--- config.mk ---
export PLATFORM = sky130hd
export DESIGN_NAME = baro_comp_front
export DESIGN_NICKNAME = d
export VERILOG_FILES = /design/src/rtl/baro_comp_pkg.sv /design/src/rtl/baro_comp_front.sv
export SDC_FILE = /design/constraint.sdc
export NUM_CORES = 1
export LEC_CHECK = 0
export ABC_AREA = 1
export BUFFER_PORTS_ARGS = -buffer_cell sky130_fd_sc_hd__buf_2
export CAP_MARGIN = 10
export CORE_MARGIN = 2
export CORE_UTILIZATION = 42
export CTS_CLUSTER_DIAMETER = 120
export DETAILED_ROUTE_END_ITERATION = 6
export GPL_ROUTABILITY_DRIVEN = 0
export GPL_TIMING_DRIVEN = 0
export PLACE_DENSITY = 0.74
export SKIP_CTS_REPAIR_TIMING = 1
export SYNTH_ARGS = -nofsm -noshare
export SYNTH_HDL_FRONTEND = slang
export SYNTH_SLANG_ARGS = --single-unit
--- constraint.sdc ---
create_clock -name clk -period 2.95 [get_ports clk]
set_input_delay 0.885 -clock clk [delete_from_list [all_inputs] [get_ports clk]]
set_output_delay 0.885 -clock clk [all_outputs]
set_load 0.005 [all_outputs]
--- src/rtl/baro_comp_pkg.sv ---
// ----------------------------------------------------------------------------
// Barometric compensation package
// Shared types, constants and helper functions for the compensation block.
// ----------------------------------------------------------------------------
package baro_comp_pkg;

  localparam int RAW_W     = 20;
  localparam int QDEPTH    = 4;
  localparam int QPTR_W    = 2;
  localparam int QCNT_W    = 3;
  localparam int ADDR_W    = 5;

  // Register indexes on the configuration port.
  localparam logic [1:0] REG_TCOEF = 2'd0;
  localparam logic [1:0] REG_PCOA  = 2'd1;
  localparam logic [1:0] REG_PCOB  = 2'd2;
  localparam logic [1:0] REG_P9    = 2'd3;

  localparam logic [63:0] T_OFFSET  = 64'd128000;
  localparam logic [63:0] P_BASE    = 64'd1048576;
  localparam logic [63:0] P_SCALE   = 64'd3125;
  localparam logic [63:0] P_ONE47   = 64'h0000_8000_0000_0000;

  // Calibration words as seen by the back end.
  typedef struct packed {
    logic [47:0] tcoef;
    logic [63:0] pcoa;
    logic [63:0] pcob;
    logic [15:0] p9;
  } bc_coef_t;

  // One queued item between the front and back ends.
  typedef struct packed {
    logic [RAW_W-1:0] raw_p;
    logic [RAW_W-1:0] raw_t;
  } bc_item_t;

  typedef enum logic [3:0] {
    ST_IDLE, ST_ISSUE, ST_WAIT, ST_DIV_WAIT, ST_SUM, ST_PACK, ST_DONE
  } bc_state_t;

  // Which multiplication the sequencer is on.
  typedef enum logic [3:0] {
    MS_A_T2, MS_B_B, MS_S_T3, MS_W_W, MS_WW_P6, MS_W_P5, MS_WW_P3,
    MS_W_P2, MS_X_P1, MS_N_K, MS_P9_Q, MS_R_Q, MS_P8_P
  } bc_step_t;

  function automatic logic [63:0] sext16(input logic [15:0] v);
    sext16 = {{48{v[15]}}, v};
  endfunction

  function automatic logic [31:0] sra32(input logic [31:0] x, input int n);
    sra32 = 32'($signed(x) >>> n);
  endfunction

  function automatic logic [63:0] sra64(input logic [63:0] x, input int n);
    sra64 = 64'($signed(x) >>> n);
  endfunction

endpackage

--- src/rtl/baro_comp_front.sv ---
// ----------------------------------------------------------------------------
// Front end
// Accepts input beats, trims the raw samples to the used resolution and
// holds them in a short queue for the back end.
// ----------------------------------------------------------------------------
module baro_comp_front import baro_comp_pkg::*; #(
  parameter int RAW_BITS = 20
) (
  input  logic        clk,
  input  logic        rst_n,
  input  logic        in_tvalid,
  output logic        in_tready,
  input  logic [39:0] in_tdata,
  input  logic        pop,
  output logic        q_valid,
  output bc_item_t    q_head
);

  localparam logic [RAW_W-1:0] KEEP = ~((RAW_W'(1) << (RAW_W - RAW_BITS)) - RAW_W'(1));

  bc_item_t            mem_r [QDEPTH];
  logic [QPTR_W-1:0]   wr_ptr_r, rd_ptr_r;
  logic [QCNT_W-1:0]   cnt_r;
  logic                push;
  bc_item_t            item;

  assign in_tready = (cnt_r != QCNT_W'(QDEPTH));
  assign push      = in_tvalid && in_tready;
  assign q_valid   = (cnt_r != '0);
  assign q_head    = mem_r[rd_ptr_r];

  // Clear the unused low bits of each sample.
  always_comb begin
    item.raw_t = in_tdata[RAW_W-1:0] & KEEP;
    item.raw_p = in_tdata[2*RAW_W-1:RAW_W] & KEEP;
  end

  // Queue storage.
  always_ff @(posedge clk) begin
    if (push) begin
      mem_r[wr_ptr_r] <= item;
    end
  end

  // Queue pointers and fill count.
  always_ff @(posedge clk) begin
    if (!rst_n) begin
      wr_ptr_r <= '0;
      rd_ptr_r <= '0;
      cnt_r    <= '0;
    end else begin
      if (push) wr_ptr_r <= wr_ptr_r + 1'b1;
      if (pop)  rd_ptr_r <= rd_ptr_r + 1'b1;
      cnt_r <= cnt_r + QCNT_W'(push) - QCNT_W'(pop);
    end
  end

endmodule

== Word level (Yosys, flattened, before mapping) ==
Memory sizes are Yosys's and may differ from the RTL's. A register that Yosys moved wholly into a read port is not among the register bits.
Cells that the tools add are included.
Word-level totals
  memories: 1
  word-level logic and storage cells: 15
  RAM bits: 160
  input bits: 44
  register bits: 7
  output and inout port bits: 42
Memory list
  mem_r: depth 4, bits a word 40, read ports 1, clocked after Yosys merged registers in 1, wr ports 1, line baro_comp_front.sv:21  | bc_item_t mem_r [QDEPTH];
Cells by class
  eq/ne operators: 1
  add/subtract/negate cells: 4
  reductions and logical operators: 2
  multiplexer cells: 4
Operators by type and width (count)
  $add A2 B1 Y2 const B: 2
  $mux W2: 2
  $add A3 B1 Y3: 1
  $ne A3 B3 Y1 const B: 1
  $reduce_bool A3 Y1: 1
  $sub A3 B1 Y3: 1
  $mux W1: 2
  $logic_and A1 B1 Y1: 1

== Longest topological paths before layout ==
Gate-level depths: netlist of run 1.
  word-level depth: 4
  gate-level depth with buffers: 11
  gate-level depth less buffers: 11

== Least setup slack after synthesis of run 1 ==
OpenSTA, ideal clock, no wires.
  path kind: input to register
  from: in in_tvalid
  to: mem mem_r[0][0] (netlist name), enable pin
  arrival: 2690 ps
  path slack: -177 ps
  stages: 2
  data required time: 2513 ps
  library setup time: 437 ps
  path buffers: 0
  path through: nand2_1 -> nor2_1
Between the ends
  cells in the longest elaborated chain, start to end: 3
Ends and longest elaborated chain
  start, declared: line baro_comp_front.sv:11  | input logic in_tvalid,
  $logic_and A1 B1 Y1: line baro_comp_front.sv:28  | assign push = in_tvalid && in_tready;
  $mux W1: line baro_comp_front.sv:40  | if (push) begin
  $mux W1 (implied by the code): line baro_comp_front.sv:41  | mem_r[wr_ptr_r] <= item;
  end, declared: line baro_comp_front.sv:21
No other way between the ends.

==> results of run 1 <==
[placed cells by master, fill, tap and decap left out, types with 6 or more instances in the layout]
| master | netlist | layout |
|---|---|---|
| inv_1 | 13 | 13 |
| o21ai_0 | 42 | 42 |
| o22ai_1 | 40 | 40 |
| nor2_1 | 91 | 87 |
| buf_2 | 8 | 93 |
| edfxtp_1 | 160 | 160 |
| dfxtp_1 | 9 | 9 |
| nand2_1 | 8 | 8 |
| o21ai_1 | 38 | 38 |
| ha_1 | 6 | 6 |
| clkbuf_16 | 0 | 17 |
| buf_12 | 4 | 8 |
[layer usage]
layer	global-route usage	wire [µm]	part of all wire
met1	0.213	5760	0.43
met2	0.287	6740	0.50
met3	0.0611	786	0.059
met4	0.0543	97	0.0072
met5	0	12	0.00090
[area by class of cell]
cell class	count	area (µm²)	share of cell area
Multi-Input combinational cell	237	1210	0.155
Tap cell	188	235	0.0300
Clock buffer	19	433	0.0553
Sequential cell	169	4980	0.636
Clock inverter	11	131	0.0168
Buffer	25	267	0.0340
Inverter	14	65.1	0.00831
Timing Repair Buffer	89	505	0.0645
[flip-flops by register name (all words and copies together), names as in the netlist, named ones only]
| signal | count |
|---|---|
| cnt_r | 3 |
| mem_r | 160 |
| rd_ptr_r | 2 |
| wr_ptr_r | 2 |
[worst max path at each step]
stage / start / endpoint / slack [ns] / cells past startpoint
floorplan: in_tvalid / mem_r[0][0] / -0.18 / 2
global placement: in_tvalid / mem_r[0][20] / -1.63 / 3
detailed placement: in_tvalid / cnt_r[2] / 0.38 / 10
CTS: flip-flop / q_head[19] / 0.41 / 5
global route: flip-flop / q_head[5] / 0.30 / 5
finish: flip-flop / q_head[5] / 0.43 / 5
[through the flow]
| stage | utilization | std cells | TNS (ns) | setup WS (ns) |
|---|---|---|---|---|
| global placement | 0.473 | 718 | -255.07 | -1.63 |
| finish | 0.517 | 752 | 0 | 0.430 |
| global route | 0.517 | 752 | 0 | 0.305 |
| CTS | 0.517 | 752 | 0 | 0.411 |
| floorplan | - | 445 | -28.32 | -0.177 |
| detailed placement | 0.480 | 722 | 0 | 0.377 |
[cell families (layout without fill, tap and decap cells)]
family	count (synthesis)	count (layout)	synth area share
and+or+nand+nor	104	104	0.0614
DFF	169	169	0.767
adders and majority gates	7	7	0.0146
AOI/OAI and AO/OA	126	126	0.106
buffers and inverters	39	158	0.0510
[power groups by stage]
stage	Clock [mW]	Combinational, mW	Sequential, mW
5_1_grt	2.24	0.970	3.04
3_5_place_dp	0	0.873	3.06
3_3_place_gp	0	0.785	3.08
2_1_floorplan	0	0.473	3.06
6_report	2.11	0.864	3.02
4_1_cts	2.15	0.879	3.02
==> results.yml, run 1 <==
outcome:
  outcome: "finished clean"
timing:
  rsz0062_at_grt: "false"
  report.final.slew_viol_count: 0
  clock.fmax_mhz: 397
  skew_ns: 0.00904
  worst_hold_slack_ns: 0.487
  tightest_slew_ns: 0.689
  setup_viol: 0
  period_needed_ns: 2.52
  fin_crit_sh: 0.854
  hold_viol: 0
  slew_headroom: 0.540
routing:
  dr_total_vias: 3960
  routed_wl_mm: 13.4
  drc_errors: 0
  dr.pass1.iters: 4
  first_iter_violations: 317
  vias_per_cell: 5.27
  ant_nets: 0
  wl_per_cell_um: 17.8
floorplan:
  ios: 86
  num_rows: 45
  start_util: 0.429
  die_w_um: 128
  die_height_um: 128
  die-area_mm2: 0.0165
  fp.coreArea_mm2: 0.0151
min_path:
  whs_path_depth: 1
  hp-start: "rd_ptr_r[1]"
  hold_path.class: "reg2reg"
worst_setup_path:
  path_buf_inv: 3
  r2r_cells: 11
  critPathLaunchType: "flip-flop"
  r2r-end: "cnt_r[2]"
  slowest_delay_ns: 0.34
  regToRegStartpoint: "cnt_r[1]"
  crit_type: "reg2out"
  critPathMostFrequentCell: "buf_2"
  crit_required_ns: 2.07
  crit_fanout: 10
  reg2reg_slack_ns: 0.73
  worstPathArrival_ns: 1.64
  worst_setup_path_end_kind: "primary output"
  path_cells: "inv_1 -> buf_2 -> o21ai_1 -> o22ai_1 -> buf_2"
  crit_family: "buffers and inverters"
  cp_slowest_cell: "dfxtp_1"
synthesis:
  synth_seq_area_share: 0.767
  yosys-top-cells-area: "edfxtp_1 (74%), nor2_1 (5.3%), o22ai_1 (3.9%)"
  yosysMostFrequentCell: "edfxtp_1"
  netlist_area_mm2: 0.00650
  synth_area_per_cell_um2: 14.6
  synthCells: 445
  ys.flop_type: "edfxtp_1"
  ys_async_sr_fraction: 0
  synth_edf_count: 160
  ys_ff_latch: 169
  ys_types: 21
  yosysWarnings: 0
  synth_common_cells: "edfxtp_1 (160), nor2_1 (91), o21ai_0 (42)"
  synth_nets: 496
  synth_top_area_share: 0.739
  synth_top_cell_by_area: "edfxtp_1"
power:
  peakVddDrop_v: 0.000626
  powerDensity_mw_per_mm2: 764
  p_comb_frac: 0.144
  p_int_mw: 4.58
  power_switching_mw: 1.41
  share_seq_of_total_power: 0.504
  leakagePower_nw: 2.82
  finalPower_mw: 5.99
  pwr-share-clk: 0.352
  p_sw_frac: 0.236
place:
  placed_area_mm2: 0.00727
  dp_hpwl_mm: 8.27
  io_buffers: 85
job:
  drv_cap: 0
clock_network:
  root_buffer: "clkbuf_16"
  clk_pin_slew_ns: 0.06
  clk_latency_ns: 0.41
  cts_tree: "built"
  htree_levels: 4
  clock_path_buffers: 2
  cts_sinks: 169
  numCtsBuffers: 17
global_routing:
  grt_first_pass_wirelength_mm: 21.0
  antenna_found_initial: 1
  overflow: 0
  grt_pass1_vias: 4035
  track_usage: 0.173
  grt_max_degree: 24
cells_and_area:
  final_area_mm2: 0.00783
  nNetsFinal: 604
  fillers: 1229
  drive_gt1_frac: 0.259
  n_antenna_cell: 0
  area_delta_synth_final_pct: 20.5
No activity file was read; power rests on OpenSTA's default activity.
==> run 2, diff against run 1 <==
--- a/config.mk
+++ b/config.mk
@@ -16,3 +16,3 @@
 export GPL_TIMING_DRIVEN = 0
-export PLACE_DENSITY = 0.74
+export PLACE_DENSITY = 0.71
 export SKIP_CTS_REPAIR_TIMING = 1
==> constraint.sdc (replaced) <==
create_clock -name clk -period 2.5 [get_ports clk]
set_input_delay 0.5 -clock clk [delete_from_list [all_inputs] [get_ports clk]]
set_output_delay 0.5 -clock clk [all_outputs]
set_load 0.005 [all_outputs]
==> results.yml, run 2 (synthesis results as in run 1) <==
clock_network:
  clock_path_buffers: 2
  htree_levels: 4
  cts_sinks: 169
  numCtsBuffers: 17
  clk_latency_ns: 0.42
  root_buffer: "clkbuf_16"
  cts_tree: "built"
  clk_pin_slew_ns: 0.06
timing:
  report.final.slew_viol_count: 0
  skew_ns: 0.00481
  tightest_slew_ns: 0.724
  rsz0062_at_grt: "false"
  fin_crit_sh: 0.869
  setup_slack_ns: 0.327
  clock.fmax_mhz: 460
  setup_viol: 0
  worst_hold_slack_ns: 0.291
  fin_tns_setup_ns: 0
  period_needed_ns: 2.17
  hold_viol: 0
  slew_headroom: 0.516
worst_setup_path:
  worstPathArrival_ns: 2.49
  critPathLaunchType: "flip-flop"
  regToRegStartpoint: "cnt_r[1]"
  worst_setup_path_end_kind: "flip-flop"
  crit_required_ns: 2.81
  crit_type: "reg2reg"
  path_cells: "nor2_1 -> nand2_1 -> nand2_1 -> ha_1 -> inv_1 -> ha_1 -> inv_1 -> fa_1 -> a21oi_1 -> nor2_1"
  slowest_delay_ns: 0.40
  path_buf_inv: 2
  crit_fanout: 6
  startpoint: "cnt_r[1]"
  cp_slowest_cell: "dfxtp_1"
  crit_family: "adder cells"
global_routing:
  grt_first_pass_wirelength_mm: 20.8
  grt_max_degree: 27
  grt_pass1_vias: 3983
  antenna_found_initial: 0
  overflow: 0
  track_usage: 0.171
cells_and_area:
  fillers: 1261
  regArea_mm2: 0.00498
  n_antenna_cell: 0
  largest_register: "mem_r"
  final_util: 0.516
  area_delta_synth_final_pct: 20.4
  largestRegisters: "mem_r x160, cnt_r x3"
  largest_register_ffs: 160
  final_area_mm2: 0.00782
  drive_gt1_frac: 0.265
  mostFrequentLayoutCells: "edfxtp_1 (160), buf_2 (93), nor2_1 (87)"
  multi_input_comb_area_mm2: 0.00121
  layout_commonest_cell: "edfxtp_1"
  nNetsFinal: 604
place:
  io_buffers: 85
  placed_area_mm2: 0.00727
  dp_hpwl_mm: 8.28
  dp_slack_ns: 0.321
floorplan:
  ios: 86
  die_height_um: 128
  fp.coreArea_mm2: 0.0151
  start_util: 0.429
  die_w_um: 128
  die-area_mm2: 0.0165
  num_rows: 45
routing:
  routed_wl_mm: 13.4
  drc_errors: 0
  first_iter_violations: 215
  dr.pass1.iters: 5
  dr_total_vias: 3933
  wl_per_cell_um: 17.8
  ant_nets: 0
  vias_per_cell: 5.22
min_path:
  hold_path.class: "in2reg"
  hp-start: "in_tdata[33]"
outcome:
  outcome: "finished clean"
job:
  drv_cap: 0
power:
  leakagePower_nw: 2.81
  peakVddDrop_v: 0.000469
  powerDensity_mw_per_mm2: 894
## run 2: changes by cell type in the layout (fill, tap and decap cells not counted), sizes merged
| cell | previous run | this run |
|---|---|---|
| bufinv | 3 | 1 |
| clkinvlp | 1 | 2 |
| inv | 14 | 17 |
## run 2: routing by layer
| metal | global-route usage | share of wire |
|---|---|---|
| met3 | 0.0412 | 0.050 |
| met2 | 0.297 | 0.51 |
| met5 | 0 | 0 |
| met4 | 0.0750 | 0.019 |
| met1 | 0.205 | 0.42 |
## run 2: path summary, 6_finish.rpt
check | endpoint | slack (ns) | depth (start not counted)
max reg2reg | cnt_r[2] | 0.33 | 10
max | cnt_r[2] | 0.33 | 10
min reg2reg | rd_ptr_r[1] | 0.44 | 1
min | mem_r[3][33] | 0.29 | 1
## run 2: final cells by class
type                       instances  share of cell area
inverter                          14             0.00832
multi-input combinational        237               0.155
timing repair buffer              89              0.0646
sequential                       169               0.637
tap                              188              0.0301
clock inverter                    13              0.0152
clock buffer                      19              0.0554
buffer                            25              0.0341
## run 2: report_power, final
group          switching (mW)  internal [mW]
Sequential             0.0922           3.47
Clock                    1.04           1.37
Combinational           0.628          0.392
Total                    1.76           5.23
## run 2: worst register-to-register path: stages, from the launching register on
cell and delay (ns):
dfxtp_1 0.40, nor2_1 0.07, nand2_1 0.16, nand2_1 0.28, ha_1 0.37, inv_1 0.05
ha_1 0.13, inv_1 0.05, fa_1 0.39, a21oi_1 0.13, nor2_1 0.06
## run 2: per-stage QoR
stage,total power [mW],cells
3_3_place_gp,4.57,718
2_1_floorplan,4.17,445
5_1_grt,7.28,754
6_report,6.99,754
4_1_cts,7.06,754
3_5_place_dp,4.65,722
==> run 3, diff against run 2 <==
- BUFFER_PORTS_ARGS: -buffer_cell sky130_fd_sc_hd__buf_2 -> -buffer_cell sky130_fd_sc_hd__buf_4
- CTS_BUF_LIST: not set -> sky130_fd_sc_hd__clkbuf_2
==> results.yml, run 3 (synthesis results as in run 1) <==
cells_and_area:
  largest_register_ffs: 160
  area_delta_synth_final_pct: 26.5
  layout_commonest_cell: "edfxtp_1"
  final_util: 0.543
  largest_register: "mem_r"
  mostFrequentLayoutCells: "edfxtp_1 (160), buf_4 (92), nor2_1 (85)"
  nNetsFinal: 647
  drive_gt1_frac: 0.274
  largestRegisters: "mem_r x160, cnt_r x3"
worst_setup_path:
  cp_slowest_cell: "dfxtp_2"
  worstPathArrival_ns: 1.93
  crit_fanout: 10
  worst_setup_path_end_kind: "primary output"
  critPathLaunchType: "flip-flop"
  path_cells: "buf_12 -> inv_12 -> buf_8 -> o21ai_1 -> o22ai_1 -> buf_4"
  crit_type: "reg2out"
  slowest_delay_ns: 0.38
  crit_required_ns: 2.00
  r2r_cells: 8
clock_network:
  numCtsBuffers: 17
  clock_path_buffers: 2
  clk_latency_ns: 0.74
  htree_levels: 4
  clk_pin_slew_ns: 0.24
  cts_sinks: 169
  cts_tree: "built"
  root_buffer: "clkbuf_2"
timing:
  report.final.slew_viol_count: 0
  rsz0062_at_grt: "true"
  fin_crit_sh: 0.971
  slew_headroom: 0.507
  period_needed_ns: 2.43
  setup_viol: 0
  tightest_slew_ns: 0.738
  skew_ns: 0.0235
  clock.fmax_mhz: 412
  hold_viol: 0
floorplan:
  die_w_um: 128
  fp.coreArea_mm2: 0.0151
  start_util: 0.429
  die_height_um: 128
  num_rows: 45
  die-area_mm2: 0.0165
  ios: 86
power:
  finalPower_mw: 6.05
  pwr-share-clk: 0.211
  leakagePower_nw: 2.97
  power_switching_mw: 1.75
  peakVddDrop_v: 0.000414
  powerDensity_mw_per_mm2: 736
  p_comb_frac: 0.201
  p_sw_frac: 0.289
  p_int_mw: 4.31
  share_seq_of_total_power: 0.587
routing:
  routed_wl_mm: 13.9
  ant_nets: 0
  first_iter_violations: 240
  dr.pass1.iters: 4
  wl_per_cell_um: 17.4
  drc_errors: 0
  dr_total_vias: 4135
  vias_per_cell: 5.18
min_path:
  whs_path_depth: 4
  hold_path.class: "in2reg"
global_routing:
  grt_pass1_vias: 4057
  track_usage: 0.171
  grt_max_degree: 22
  antenna_found_initial: 1
  overflow: 0
  grt_first_pass_wirelength_mm: 20.8
place:
  io_buffers: 85
  dp_hpwl_mm: 8.40
outcome:
  outcome: "finished clean"
job:
  drv_cap: 0
[run 3: worst paths after layout]
kind | startpoint | end | slack, ns
hold / removal | in_tvalid | wr_ptr_r[0] | 0.03
hold reg to reg | rd_ptr_r[1] | rd_ptr_r[1] | 0.45
setup reg to reg | wr_ptr_r[0] | wr_ptr_r[1] | 0.24
setup / recovery | flip-flop | q_head[0] | 0.07
[run 3: layout make-up]
type	count	area (µm²)
Clock inverter	15	118
Timing Repair Buffer	132	1150
Buffer	25	309
Inverter	14	65.1
Antenna cell	1	2.50
Sequential cell	169	4990
Multi-Input combinational cell	237	1270
Fill cell	1232	6920
Tap cell	188	235
Clock buffer	17	85.1
[run 3: power by group through the flow]
stage	logic, mW	clock network, mW	registers (mW)
finish	1.22	1.28	3.56
floorplan	0.558	0	3.61
CTS	1.13	1.31	3.55
detailed placement	1.13	0	3.62
global placement	1.03	0	3.64
global route	1.34	1.42	3.58
[run 3: per-layer routing]
metal	vias up	global-route usage	wire, µm
met2	121	0.295	7230
met3	12	0.0470	647
li1	1960	-	-
met5	-	0	0
met4	0	0.0646	145
met1	2042	0.206	5870
[run 3: critical path: cells and delay by family (launching register included)]
| kind | cells | cell delay [ns] |
|---|---|---|
| buffers and inverters | 4 | 0.54 |
| DFF | 1 | 0.38 |
| AOI/OAI and AO/OA | 2 | 0.26 |
[run 3: through the flow]
stage | instances | area [µm²] | hold slack [ns] | TNS (ns) | setup WS [ns]
floorplan | 445 | 6500 | 0.412 | -55.08 | -0.344
global placement | 718 | 7370 | 0.430 | -276.90 | -1.75
detailed placement | 722 | 7480 | 0.432 | 0 | 0.298
CTS | 754 | 7680 | -0.146 | -3.20 | -0.174
global route | 798 | 8220 | 0.00332 | -0.624 | -0.0613
finish | 798 | 8220 | 0.0317 | 0 | 0.0731
